## src/rtl/core/imat_pkg.sv

```systemverilog
// ----------------------------------------------------------------------------
// imat_pkg
// Shared types, codes and instruction encoders for the immediate materializer.
// ----------------------------------------------------------------------------
package imat_pkg;

    // Stream and register widths
    localparam int REG_W      = 5;
    localparam int VALUE_W    = 64;
    localparam int WORD_W     = 32;
    localparam int S_DATA_W   = 72;   // dest_reg + value, padded to whole bytes
    localparam int APB_ADDR_W = 3;
    localparam int APB_DATA_W = 32;
    localparam int FIFO_DEPTH = 2;

    localparam logic [REG_W-1:0] SCRATCH_RESET = 5'd7;

    // Register index of scratch_reg
    localparam logic REG_IDX_SCRATCH = 1'b0;

    // Sequence kinds
    localparam logic [1:0] KIND_ONE  = 2'd0;  // addi rd,x0,imm
    localparam logic [1:0] KIND_PAIR = 2'd1;  // lui + addiw
    localparam logic [1:0] KIND_FULL = 2'd2;  // eight-word sequence

    // Opcodes and funct3 codes
    localparam logic [6:0] OPC_OP_IMM    = 7'h13;
    localparam logic [6:0] OPC_OP_IMM_32 = 7'h1B;
    localparam logic [6:0] OPC_OP        = 7'h33;
    localparam logic [6:0] OPC_LUI       = 7'h37;
    localparam logic [2:0] F3_ADD        = 3'd0;
    localparam logic [2:0] F3_SLL        = 3'd1;
    localparam logic [2:0] F3_SRL        = 3'd5;
    localparam logic [11:0] SHAMT_32     = 12'd32;

    // One classified item waiting for the sequencer
    typedef struct packed {
        logic [1:0]       kind;
        logic [REG_W-1:0] dest;
        logic [19:0]      hi_h;   // upper split of value[63:32]
        logic [11:0]      lo_h;
        logic [19:0]      hi_l;   // upper split of value[31:0]
        logic [11:0]      lo_l;
    } t_entry;

    function automatic logic [WORD_W-1:0] enc_i(
        input logic [11:0]      imm,
        input logic [REG_W-1:0] rs1,
        input logic [2:0]       f3,
        input logic [REG_W-1:0] rd,
        input logic [6:0]       opc
    );
        enc_i = {imm, rs1, f3, rd, opc};
    endfunction

    function automatic logic [WORD_W-1:0] enc_u(
        input logic [19:0]      imm,
        input logic [REG_W-1:0] rd
    );
        enc_u = {imm, rd, OPC_LUI};
    endfunction

    function automatic logic [WORD_W-1:0] enc_add(
        input logic [REG_W-1:0] rd,
        input logic [REG_W-1:0] rs1,
        input logic [REG_W-1:0] rs2
    );
        enc_add = {7'd0, rs2, rs1, F3_ADD, rd, OPC_OP};
    endfunction

endpackage

```

## src/rtl/core/imat_front.sv

```systemverilog
// ----------------------------------------------------------------------------
// imat_front
// Accepts items, classifies the value range and splits both 32-bit halves.
// ----------------------------------------------------------------------------
module imat_front (
    input  logic                            i_valid,
    input  logic [imat_pkg::S_DATA_W-1:0]   i_data,
    input  logic                            i_full,
    output logic                            o_ready,
    output logic                            o_push,
    output imat_pkg::t_entry                o_entry
);
    import imat_pkg::*;

    logic [REG_W-1:0]   dest;
    logic [VALUE_W-1:0] value;
    logic [31:0]        sum_h;
    logic [31:0]        sum_l;
    logic               fits12;
    logic               fits32;

    assign dest  = i_data[REG_W-1:0];
    assign value = i_data[REG_W +: VALUE_W];

    // Signed range checks: the upper bits are all copies of the sign
    assign fits12 = (&value[63:11]) | ~(|value[63:11]);
    assign fits32 = (&value[63:31]) | ~(|value[63:31]);

    // Round each half so that lui plus a signed 12-bit add rebuilds it
    assign sum_h = value[63:32] + 32'h0000_0800;
    assign sum_l = value[31:0]  + 32'h0000_0800;

    always_comb begin
        o_entry.dest = dest;
        o_entry.hi_h = sum_h[31:12];
        o_entry.lo_h = value[43:32];
        o_entry.hi_l = sum_l[31:12];
        o_entry.lo_l = value[11:0];
        priority if (fits12) begin
            o_entry.kind = KIND_ONE;
        end else if (fits32) begin
            o_entry.kind = KIND_PAIR;
        end else begin
            o_entry.kind = KIND_FULL;
        end
    end

    assign o_ready = ~i_full;
    assign o_push  = i_valid & ~i_full;

endmodule

```

## src/rtl/core/imat_fifo.sv

```systemverilog
// ----------------------------------------------------------------------------
// imat_fifo
// Short queue of classified items between the front and the sequencer.
// ----------------------------------------------------------------------------
module imat_fifo #(
    parameter int DEPTH = imat_pkg::FIFO_DEPTH
) (
    input  logic              i_clk,
    input  logic              i_rst_n,
    input  logic              i_push,
    input  imat_pkg::t_entry  i_entry,
    input  logic              i_pop,
    output logic              o_full,
    output logic              o_valid,
    output imat_pkg::t_entry  o_entry
);
    import imat_pkg::*;

    localparam int PTR_W = (DEPTH > 1) ? $clog2(DEPTH) : 1;
    localparam int CNT_W = $clog2(DEPTH + 1);
    localparam logic [PTR_W-1:0] PTR_LAST = PTR_W'(DEPTH - 1);
    localparam logic [CNT_W-1:0] CNT_FULL = CNT_W'(DEPTH);

    t_entry           r_mem [DEPTH];
    logic [PTR_W-1:0] r_wr_ptr, n_wr_ptr;
    logic [PTR_W-1:0] r_rd_ptr, n_rd_ptr;
    logic [CNT_W-1:0] r_count, n_count;
    logic             do_push;
    logic             do_pop;

    assign o_full  = (r_count == CNT_FULL);
    assign o_valid = (r_count != '0);
    assign o_entry = r_mem[r_rd_ptr];
    assign do_push = i_push & ~o_full;
    assign do_pop  = i_pop & o_valid;

    // Advance pointers with wrap at the depth
    always_comb begin
        n_wr_ptr = r_wr_ptr;
        n_rd_ptr = r_rd_ptr;
        n_count  = r_count;
        if (do_push) begin
            n_wr_ptr = (r_wr_ptr == PTR_LAST) ? '0 : r_wr_ptr + 1'b1;
        end
        if (do_pop) begin
            n_rd_ptr = (r_rd_ptr == PTR_LAST) ? '0 : r_rd_ptr + 1'b1;
        end
        unique case ({do_push, do_pop})
            2'b10:   n_count = r_count + 1'b1;
            2'b01:   n_count = r_count - 1'b1;
            default: n_count = r_count;
        endcase
    end

    always_ff @(posedge i_clk) begin
        if (!i_rst_n) begin
            r_wr_ptr <= '0;
            r_rd_ptr <= '0;
            r_count  <= '0;
        end else begin
            r_wr_ptr <= n_wr_ptr;
            r_rd_ptr <= n_rd_ptr;
            r_count  <= n_count;
        end
    end

    // Store payload
    always_ff @(posedge i_clk) begin
        if (do_push) begin
            r_mem[r_wr_ptr] <= i_entry;
        end
    end

endmodule

```

## src/rtl/core/imat_back.sv

```systemverilog
// ----------------------------------------------------------------------------
// imat_back
// Steps through the head item's instruction words, one per cycle while not stalled.
// ----------------------------------------------------------------------------
module imat_back (
    input  logic                             i_clk,
    input  logic                             i_rst_n,
    input  logic                             i_valid,
    input  imat_pkg::t_entry                 i_entry,
    input  logic [imat_pkg::REG_W-1:0]       i_scratch,
    output logic                             o_pop,
    output logic                             o_valid,
    output logic [imat_pkg::WORD_W-1:0]      o_word,
    output logic                             o_last,
    input  logic                             i_ready
);
    import imat_pkg::*;

    logic [2:0]        r_idx, n_idx;
    logic              r_valid;
    logic [WORD_W-1:0] r_word;
    logic              r_last;
    logic [WORD_W-1:0] word;
    logic              last;
    logic              load;
    logic [REG_W-1:0]  rd;
    logic [REG_W-1:0]  sr;

    assign rd = i_entry.dest;
    assign sr = i_scratch;

    // Build the word at the current step of the sequence
    always_comb begin
        word = '0;
        last = 1'b0;
        unique case (i_entry.kind)
            KIND_ONE: begin
                word = enc_i(i_entry.lo_l, '0, F3_ADD, rd, OPC_OP_IMM);
                last = 1'b1;
            end
            KIND_PAIR: begin
                last = r_idx[0];
                word = r_idx[0] ? enc_i(i_entry.lo_l, rd, F3_ADD, rd, OPC_OP_IMM_32)
                                : enc_u(i_entry.hi_l, rd);
            end
            KIND_FULL: begin
                last = (r_idx == 3'd7);
                unique case (r_idx)
                    3'd0: word = enc_u(i_entry.hi_h, rd);
                    3'd1: word = enc_i(i_entry.lo_h, rd, F3_ADD, rd, OPC_OP_IMM_32);
                    3'd2: word = enc_i(SHAMT_32, rd, F3_SLL, rd, OPC_OP_IMM);
                    3'd3: word = enc_u(i_entry.hi_l, sr);
                    3'd4: word = enc_i(i_entry.lo_l, sr, F3_ADD, sr, OPC_OP_IMM_32);
                    3'd5: word = enc_i(SHAMT_32, sr, F3_SLL, sr, OPC_OP_IMM);
                    3'd6: word = enc_i(SHAMT_32, sr, F3_SRL, sr, OPC_OP_IMM);
                    3'd7: word = enc_add(rd, rd, sr);
                    default: word = '0;
                endcase
            end
            default: begin
                word = '0;
                last = 1'b1;
            end
        endcase
    end

    // Load the output register when an item waits and the register is empty or being taken
    assign load  = i_valid & (~r_valid | i_ready);
    assign o_pop = load & last;

    always_comb begin
        n_idx = r_idx;
        if (load) begin
            n_idx = last ? 3'd0 : r_idx + 3'd1;
        end
    end

    always_ff @(posedge i_clk) begin
        if (!i_rst_n) begin
            r_idx   <= '0;
            r_valid <= 1'b0;
        end else begin
            r_idx <= n_idx;
            if (load) begin
                r_valid <= 1'b1;
            end else if (i_ready) begin
                r_valid <= 1'b0;
            end
        end
    end

    // Hold payload until taken
    always_ff @(posedge i_clk) begin
        if (load) begin
            r_word <= word;
            r_last <= last;
        end
    end

    assign o_valid = r_valid;
    assign o_word  = r_word;
    assign o_last  = r_last;

endmodule

```

## src/rtl/core/riscv_immediate_materializer.sv

```systemverilog
// ----------------------------------------------------------------------------
// riscv_immediate_materializer
// Expands (dest_reg, 64-bit value) into the RV64 words that load the value.
// ----------------------------------------------------------------------------
// Each input item yields one word (addi) for a signed 12-bit value, two words
// (lui, addiw) for a signed 32-bit value and eight words otherwise, the last
// of which is marked by m_axis_tlast. The output runs at one word per clock
// while items are queued and m_axis_tready is high, paced by the single-word
// output register of the sequencer. A two-entry queue sits between the
// classifying front and the sequencer, so new items are taken while earlier
// words are still going out. The eight-word form clobbers the register in
// scratch_reg (APB address 0, reset 7); configure it only while the block is
// idle.
module riscv_immediate_materializer #(
    parameter int FIFO_DEPTH = imat_pkg::FIFO_DEPTH
) (
    input  logic                              i_clk,
    input  logic                              i_rst_n,
    // Input stream: tdata = {pad[2:0], value[63:0], dest_reg[4:0]}
    input  logic                              s_axis_tvalid,
    output logic                              s_axis_tready,
    input  logic [imat_pkg::S_DATA_W-1:0]     s_axis_tdata,
    // Output stream: tdata = instr_word[31:0]; tlast = last_word
    output logic                              m_axis_tvalid,
    input  logic                              m_axis_tready,
    output logic [imat_pkg::WORD_W-1:0]       m_axis_tdata,
    output logic                              m_axis_tlast,
    // Configuration port
    input  logic                              psel,
    input  logic                              penable,
    input  logic                              pwrite,
    input  logic [imat_pkg::APB_ADDR_W-1:0]   paddr,
    input  logic [imat_pkg::APB_DATA_W-1:0]   pwdata,
    output logic [imat_pkg::APB_DATA_W-1:0]   prdata,
    output logic                              pready
);
    import imat_pkg::*;

    logic [REG_W-1:0] r_scratch_reg;
    logic             reg_idx;
    logic             push;
    logic             full;
    logic             q_valid;
    logic             pop;
    t_entry           f_entry;
    t_entry           q_entry;

    // Register file: scratch_reg sits at word address 0; word address 4 reads as zero
    assign reg_idx = paddr[2];
    assign pready  = 1'b1;
    assign prdata  = (reg_idx == REG_IDX_SCRATCH) ?
                     {{(APB_DATA_W-REG_W){1'b0}}, r_scratch_reg} : '0;

    always_ff @(posedge i_clk) begin
        if (!i_rst_n) begin
            r_scratch_reg <= SCRATCH_RESET;
        end else if (psel && penable && pwrite && (reg_idx == REG_IDX_SCRATCH)) begin
            r_scratch_reg <= pwdata[REG_W-1:0];
        end
    end

    imat_front u_front (
        .i_valid (s_axis_tvalid),
        .i_data  (s_axis_tdata),
        .i_full  (full),
        .o_ready (s_axis_tready),
        .o_push  (push),
        .o_entry (f_entry)
    );

    imat_fifo #(
        .DEPTH (FIFO_DEPTH)
    ) u_fifo (
        .i_clk   (i_clk),
        .i_rst_n (i_rst_n),
        .i_push  (push),
        .i_entry (f_entry),
        .i_pop   (pop),
        .o_full  (full),
        .o_valid (q_valid),
        .o_entry (q_entry)
    );

    imat_back u_back (
        .i_clk     (i_clk),
        .i_rst_n   (i_rst_n),
        .i_valid   (q_valid),
        .i_entry   (q_entry),
        .i_scratch (r_scratch_reg),
        .o_pop     (pop),
        .o_valid   (m_axis_tvalid),
        .o_word    (m_axis_tdata),
        .o_last    (m_axis_tlast),
        .i_ready   (m_axis_tready)
    );

endmodule

```

## config.mk

```make
export PLATFORM = sky130hd
export DESIGN_NAME = riscv_immediate_materializer
export DESIGN_NICKNAME = d
export VERILOG_FILES = /design/src/rtl/core/imat_pkg.sv /design/src/rtl/core/imat_front.sv /design/src/rtl/core/imat_fifo.sv /design/src/rtl/core/imat_back.sv /design/src/rtl/core/riscv_immediate_materializer.sv
export SDC_FILE = /design/constraint.sdc
export NUM_CORES = 1
export LEC_CHECK = 0
export BUFFER_PORTS_ARGS = -buffer_cell sky130_fd_sc_hd__buf_2
export CAP_MARGIN = 30
export CELL_PAD_IN_SITES_DETAIL_PLACEMENT = 0
export CELL_PAD_IN_SITES_GLOBAL_PLACEMENT = 1
export CORE_MARGIN = 1.5
export CORE_UTILIZATION = 40
export CTS_BUF_LIST = sky130_fd_sc_hd__clkbuf_4
export DETAILED_ROUTE_END_ITERATION = 12
export GPL_ROUTABILITY_DRIVEN = 0
export PLACE_DENSITY = 0.74
export REMOVE_ABC_BUFFERS = 1
export SYNTH_ARGS = -nofsm -noshare
export SYNTH_HDL_FRONTEND = slang
export SYNTH_SLANG_ARGS = --single-unit
```

## constraint.sdc

```tcl
create_clock -name i_clk -period 5.15 [get_ports i_clk]
set_input_delay 0.7725 -clock i_clk [delete_from_list [all_inputs] [get_ports i_clk]]
set_output_delay 0.7725 -clock i_clk [all_outputs]
set_load 0.03 [all_outputs]
```

== Yosys cells after proc, flatten, opt, wreduce, memory -nomap -nowiden ==
Memory sizes are Yosys's and may differ from the RTL's. A register that Yosys moved wholly into a read port is not among the register bits.
Cells that the tools add are included.

* Register bits after elaboration: 46
* Latch bits: 0
* RAM bits: 142
* ROM bits: 0
* Bits of input ports: 114
* Output and inout port bits: 68
* Word-level logic and storage cells: 70
* Memories: 1

{| class="wikitable"
|+ Memory list
! name !! depth !! bits a word !! read ports !! clocked after Yosys merged registers in !! wr ports !! RTL line !! RTL
|-
| u_fifo.r_mem || 2 || 71 || 1 || 1 || 1 || imat_fifo.sv:24 || <nowiki>t_entry r_mem [DEPTH];</nowiki>
|}

* Add/subtract/negate cells: 7
* Multiply operators: 0
* Divide/modulo/power cells: 0
* Order comparisons: 0
* Eq/ne operators: 12
* Shift-type cells: 0
* Muxes and demuxes: 17
* Bitwise logic cells: 13
* Reduce and logical (&&, ||, !) cells: 12

{| class="wikitable"
|+ Operators by type and width
! operator !! count
|-
| one-hot mux 32 bit (8 select lines) || 1
|-
| one-hot mux 32 bit (3 select lines) || 1
|-
| adder 32 x 12 -> 32 bit, second input constant || 2
|-
| AND reduction 53 bit || 1
|-
| OR reduction 53 bit || 1
|-
| AND reduction 33 bit || 1
|-
| OR reduction 33 bit || 1
|-
| two-way mux 32 bit || 1
|-
| == test 3 bit, second input constant || 4
|-
| two-way mux 1 bit || 8
|-
| == test 2 bit, second input constant || 3
|-
| == test 3 x 2 -> 1 bit, second input constant || 2
|-
| nonzero test 2 bit || 3
|-
| AND 1 bit || 5
|-
| two-way mux 5 bit || 1
|-
| inverter 1 bit || 5
|-
| == test 2 x 1 -> 1 bit, second input constant || 2
|-
| two-way mux 2 bit || 2
|-
| one-hot mux 2 bit (2 select lines) || 1
|-
| adder 3 x 1 -> 3 bit, second input constant || 1
|-
| == test 3 x 1 -> 1 bit, second input constant || 1
|-
| logical AND 1 bit || 3
|-
| logical NOT 3 bit || 1
|-
| two-way mux 3 bit || 1
|-
| other kinds (6) || 9
|}

== Depth between registers and ports, before layout ==
* Word-level depth: 7
* Gate-level depth with buffers: 12
* Depth with buffers taken out: 9

== Hierarchy ==
A second synthesis with hierarchy kept.

* Cell total of the unflattened synthesis: 741
* Area, all modules: 9537.9 µm²

{| class="wikitable"
|+ Modules (own cells, without submodules)
! module !! instances !! cells each !! area an instance (µm²) !! seq. area each (µm²)
|-
| imat_fifo || 1 || 247 || 5342.6 || 4364.2
|-
| imat_back || 1 || 256 || 2517.4 || 980.9
|-
| imat_front || 1 || 180 || 1188.6 || 0.0
|-
| riscv_immediate_materializer || 1 || 58 || 489.2 || 100.1
|}

== Worst setup path before layout ==
Ideal clock, no wire load.

* Kind: flip-flop to flip-flop
* Start: reg u_fifo.r_count[0]
* End: mem u_fifo.r_mem[0][0] in the netlist's numbering (enable)
* Setup time: 0.501 ns
* Arrival time: 3.876 ns
* Data required time: 4.649 ns
* Setup slack: 0.773 ns
* Stages on the path, launching flop included: 4
* Buffers on the path: 0
* Period minus slack after synthesis: 4.377 ns
* Cell sequence: dfxtp_1 nand2b_1 nand2_1 nor2_1

* Word-level cells in the longest chain between the ends: 6

{| class="wikitable"
|+ Ends and longest elaborated chain
! what !! RTL line !! RTL
|-
| start, declared || imat_fifo.sv:27 || <nowiki>logic [CNT_W-1:0] r_count, n_count;</nowiki>
|-
| start signal, assigned || imat_fifo.sv:63 || <nowiki>r_count <= n_count;</nowiki>
|-
| == test 2 bit (*) || imat_fifo.sv:31 || <nowiki>assign o_full = (r_count == CNT_FULL);</nowiki>
|-
| inverter 1 bit (*) || -- ||
|-
| net s_axis_tready || riscv_immediate_materializer.sv:21 || <nowiki>output logic s_axis_tready,</nowiki>
|-
| AND 1 bit || imat_front.sv:49 || <nowiki>assign o_push = i_valid & ~i_full;</nowiki>
|-
| AND 1 bit (*) || imat_fifo.sv:34 || <nowiki>assign do_push = i_push & ~o_full;</nowiki>
|-
| two-way mux 1 bit (*) || imat_fifo.sv:69 || <nowiki>if (do_push) begin</nowiki>
|-
| two-way mux 1 bit (implied by the code) (*) || imat_fifo.sv:70 || <nowiki>r_mem[r_wr_ptr] <= i_entry;</nowiki>
|-
| end, declared || imat_fifo.sv:24 ||
|}

The timed path passes the listed nets; every way through them passes the cells marked *.

==> impl_metrics.yaml <==
floorplanning:
  die_h_um: 153
  dieArea_mm2: 0.0235
  pin_count: 182
  die_x_um: 153
  start_util_pct: 41.1
  row_count: 54
  coreArea_mm2: 0.0220
clock_network:
  cts_hold_buf: 0
  tritoncts: "built"
  cts.htree.levels: 4
  cts_setup_buffers: 0
  clkTransAtPathRegs_ps: 180
  cts_buffers: 17
  postCtsResizedCells: 0
  cts-root-buf: "clkbuf_4"
  clockBufferDepth: 2
  clock_sinks: 186
  clk_latency_ps: 600
logic_synthesis:
  synthSimpleGateAreaFrac_pct: 11.9
  yosysWarnings: 0
  synthFlopType: "edfxtp_1"
  synth_cells: 703
  synthXorXnorAreaFrac_pct: 4.07
  synth_compound_area_share_pct: 8.13
  synth_top_family_by_area: "simple AND/OR/NAND/NOR gates"
  ys_types: 60
  synth_fa_ha_area_share_pct: 2.35
  yosysSeqAreaShare_pct: 60.2
  synth_edf_count: 172
  avgSynthCellArea_um2: 12.9
  synth-seq-cells: 186
  muxShareOfSynthArea_pct: 8.46
  synth_area_mm2: 0.00905
  synthArstFlopShare_pct: 0
global_routing:
  gr-usage-met2_pct: 30.2
  grt_pass1_vias: 5712
  met1_usage_pct: 26.2
  grt_max_degree: 72
  gr-usage-all-layers_pct: 18.9
  grt_pass1_wl_mm: 33.1
  antenna_found_initial: 3
  busiest_layer: "met2"
  met3_usage_pct: 3.54
  gr-total-overflow: 0
sta:
  setup_violations: 0
  hold_viol: 0
  skew_ps: 27.8
  hold_ws_ps: 344
  min_period_ps: 3230
  tightest_slew_ps: 745
  rsz0062_at_grt: "no"
  slew_headroom_pct: 50.4
  period_share_pct: 62.8
  fmax_ghz: 0.309
  fin_tns_setup_ps: 0
  slew_violations: 0
critical_path:
  path_cells: "mux2i_1 -> inv_1 -> ha_1 -> a21boi_1 -> a211oi_2 -> ha_1 -> or3_1 -> a21boi_0"
  ff2ff_setup_slack_ps: 1920
  cpPeakStageDelay_ps: 800
  r2r_cells: 8
  cp-end-kind: "flip-flop"
  cp-start-kind: "flip-flop"
  arrival_ps: 3780
  r2r_end: "u_fifo.r_count[1]"
  cpMaxStageDelayCell: "dfxtp_4"
  crit_top_cell: "ha_1"
  required_ps: 5690
  critPathMaxFanout: 40
  worst-setup-path-type: "flip-flop to flip-flop"
layout:
  final_cell_mix: "edfxtp_1 (172), buf_2 (120), nand2_1 (58)"
  drive_gt1_share_pct: 23.5
  fin_cells: 1116
  layout.nets: 952
  largest_reg_flops: 142
  areaGrowthSynthToFinish_pct: 12.4
  final_common_cell: "edfxtp_1"
power:
  p_leak_nw: 3.62
  vdd_ir_drop_max_mv: 0.245
  total_power_w: 0.00499
  p_per_area_mw_per_mm2: 490
worst_hold_path:
  min_to: "u_fifo.r_mem[1][2]"
  min_from: "s_axis_tdata[7]"
  hp-class: "primary input to flip-flop"
  hold_path_depth: 1
place:
  hpwl_mm: 15.4
  portBuffers: 120
  dp_cells: 1081
route:
  drt-initial-drc-count: 409
  drc: 0
  dr.pass1.iters: 5
  ant_nets: 0
  vias: 5972
  drt-total-wl_mm: 21.7
  via_per_inst: 5.35
  wire_per_inst_um: 19.4
run:
  maxCapViolations: 0
run_status:
  status: "finished clean"
-- critical path: cells and delay by family, from the launching register on --
family,cells,cell delay (ps)
adders and majority gates,2,720
and+or+nand+nor,1,340
muxes,1,400
DFF,1,800
buffers and inverters,1,110
AOI/OAI and AO/OA,3,770
-- Yosys cell counts, types with 2 or more instances --
master     count  area share (%)
nand2_1       58             2.4
o2111ai_1      3            0.29
a22o_1         4            0.39
o211ai_1       4            0.33
mux2i_1       54             6.0
nand4_1       12            0.83
dfxtp_1       14             3.1
o21bai_1       2            0.17
nand2b_1       4            0.28
and2_1         5            0.35
clkbuf_1      10            0.41
and3_1         4            0.28
o22ai_1       30             2.1
inv_1         17            0.71
o21ai_0       24             1.3
conb_1         2           0.083
ha_1          17             2.4
nand3_1       28             1.5
nor3_1        13            0.72
a21boi_1       2            0.17
nor4_1        13            0.90
nor4_4         3            0.71
mux2_2        19             2.4
or4_1          2            0.17
or3_1          2            0.14
nor2_1        23            0.95
o21ai_1       15            0.83
a21oi_1       12            0.66
xnor2_1       31             3.0
a21boi_0       6            0.50
buf_4         34             2.8
o21a_1         2            0.17
a22oi_1        2            0.17
a221o_1        3            0.33
edfxtp_1     172              57
and4_1         5            0.48
nor2b_1        8            0.55
xor2_1        11             1.1
o31a_1         2            0.19
buf_6          4            0.50
nand4_4        2            0.47
buf_2          7            0.39
-- metal layers --
layer | vias up | wire [µm]
li1 | 2851 | -
met1 | 2890 | 10200
met2 | 208 | 10100
met3 | 21 | 1040
met4 | 2 | 329
met5 | - | 12
-- worst max-delay path by stage --
stage                     startpoint  depth (start not counted)                end  slack, ps
after global routing       flip-flop                          8  u_fifo.r_count[1]       1720
after global placement     flip-flop                          5   u_back.o_word[7]       1800
after detailed placement   flip-flop                          8  u_fifo.r_count[1]       1960
final                      flip-flop                          8  u_fifo.r_count[1]       1920
after CTS                  flip-flop                          8  u_fifo.r_count[1]       1900
after floorplan            flip-flop                          8  u_fifo.r_count[1]        670
-- through the flow --
step | utilization, % | cell area (µm²) | setup slack (ps)
final | 46.2 | 10200 | 1920
after global routing | 46.2 | 10200 | 1720
after CTS | 46.0 | 10100 | 1900
after detailed placement | 44.4 | 9790 | 1960
after global placement | 44.4 | 9780 | 1800
after floorplan | - | 8780 | 670
-- cell type report --
type / count / area [µm²]
Sequential cell: 186 / 5450
Clock inverter: 15 / 221
Clock buffer: 17 / 128
Multi-Input combinational cell: 471 / 3270
Fill cell: 2014 / 11900
Timing Repair Buffer: 127 / 677
Inverter: 18 / 67.6
Tap cell: 280 / 350
Antenna cell: 2 / 5.00
-- power by group --
part | switching, W | total (W) | internal [W]
clock | 0.000577 | 0.000904 | 0.000327
combinational | 0.00123 | 0.00183 | 0.000599
sequential | 0.000164 | 0.00225 | 0.00209
-- kinds of logic after synthesis --
family          Yosys count
other cells               2
buf+inv                  73
fa+ha+maj                17
simple gates            193
compound gates          116
xor+xnor                 42
flops                   186
mux                      74
Note: power is estimated with default switching activity, not from simulation.
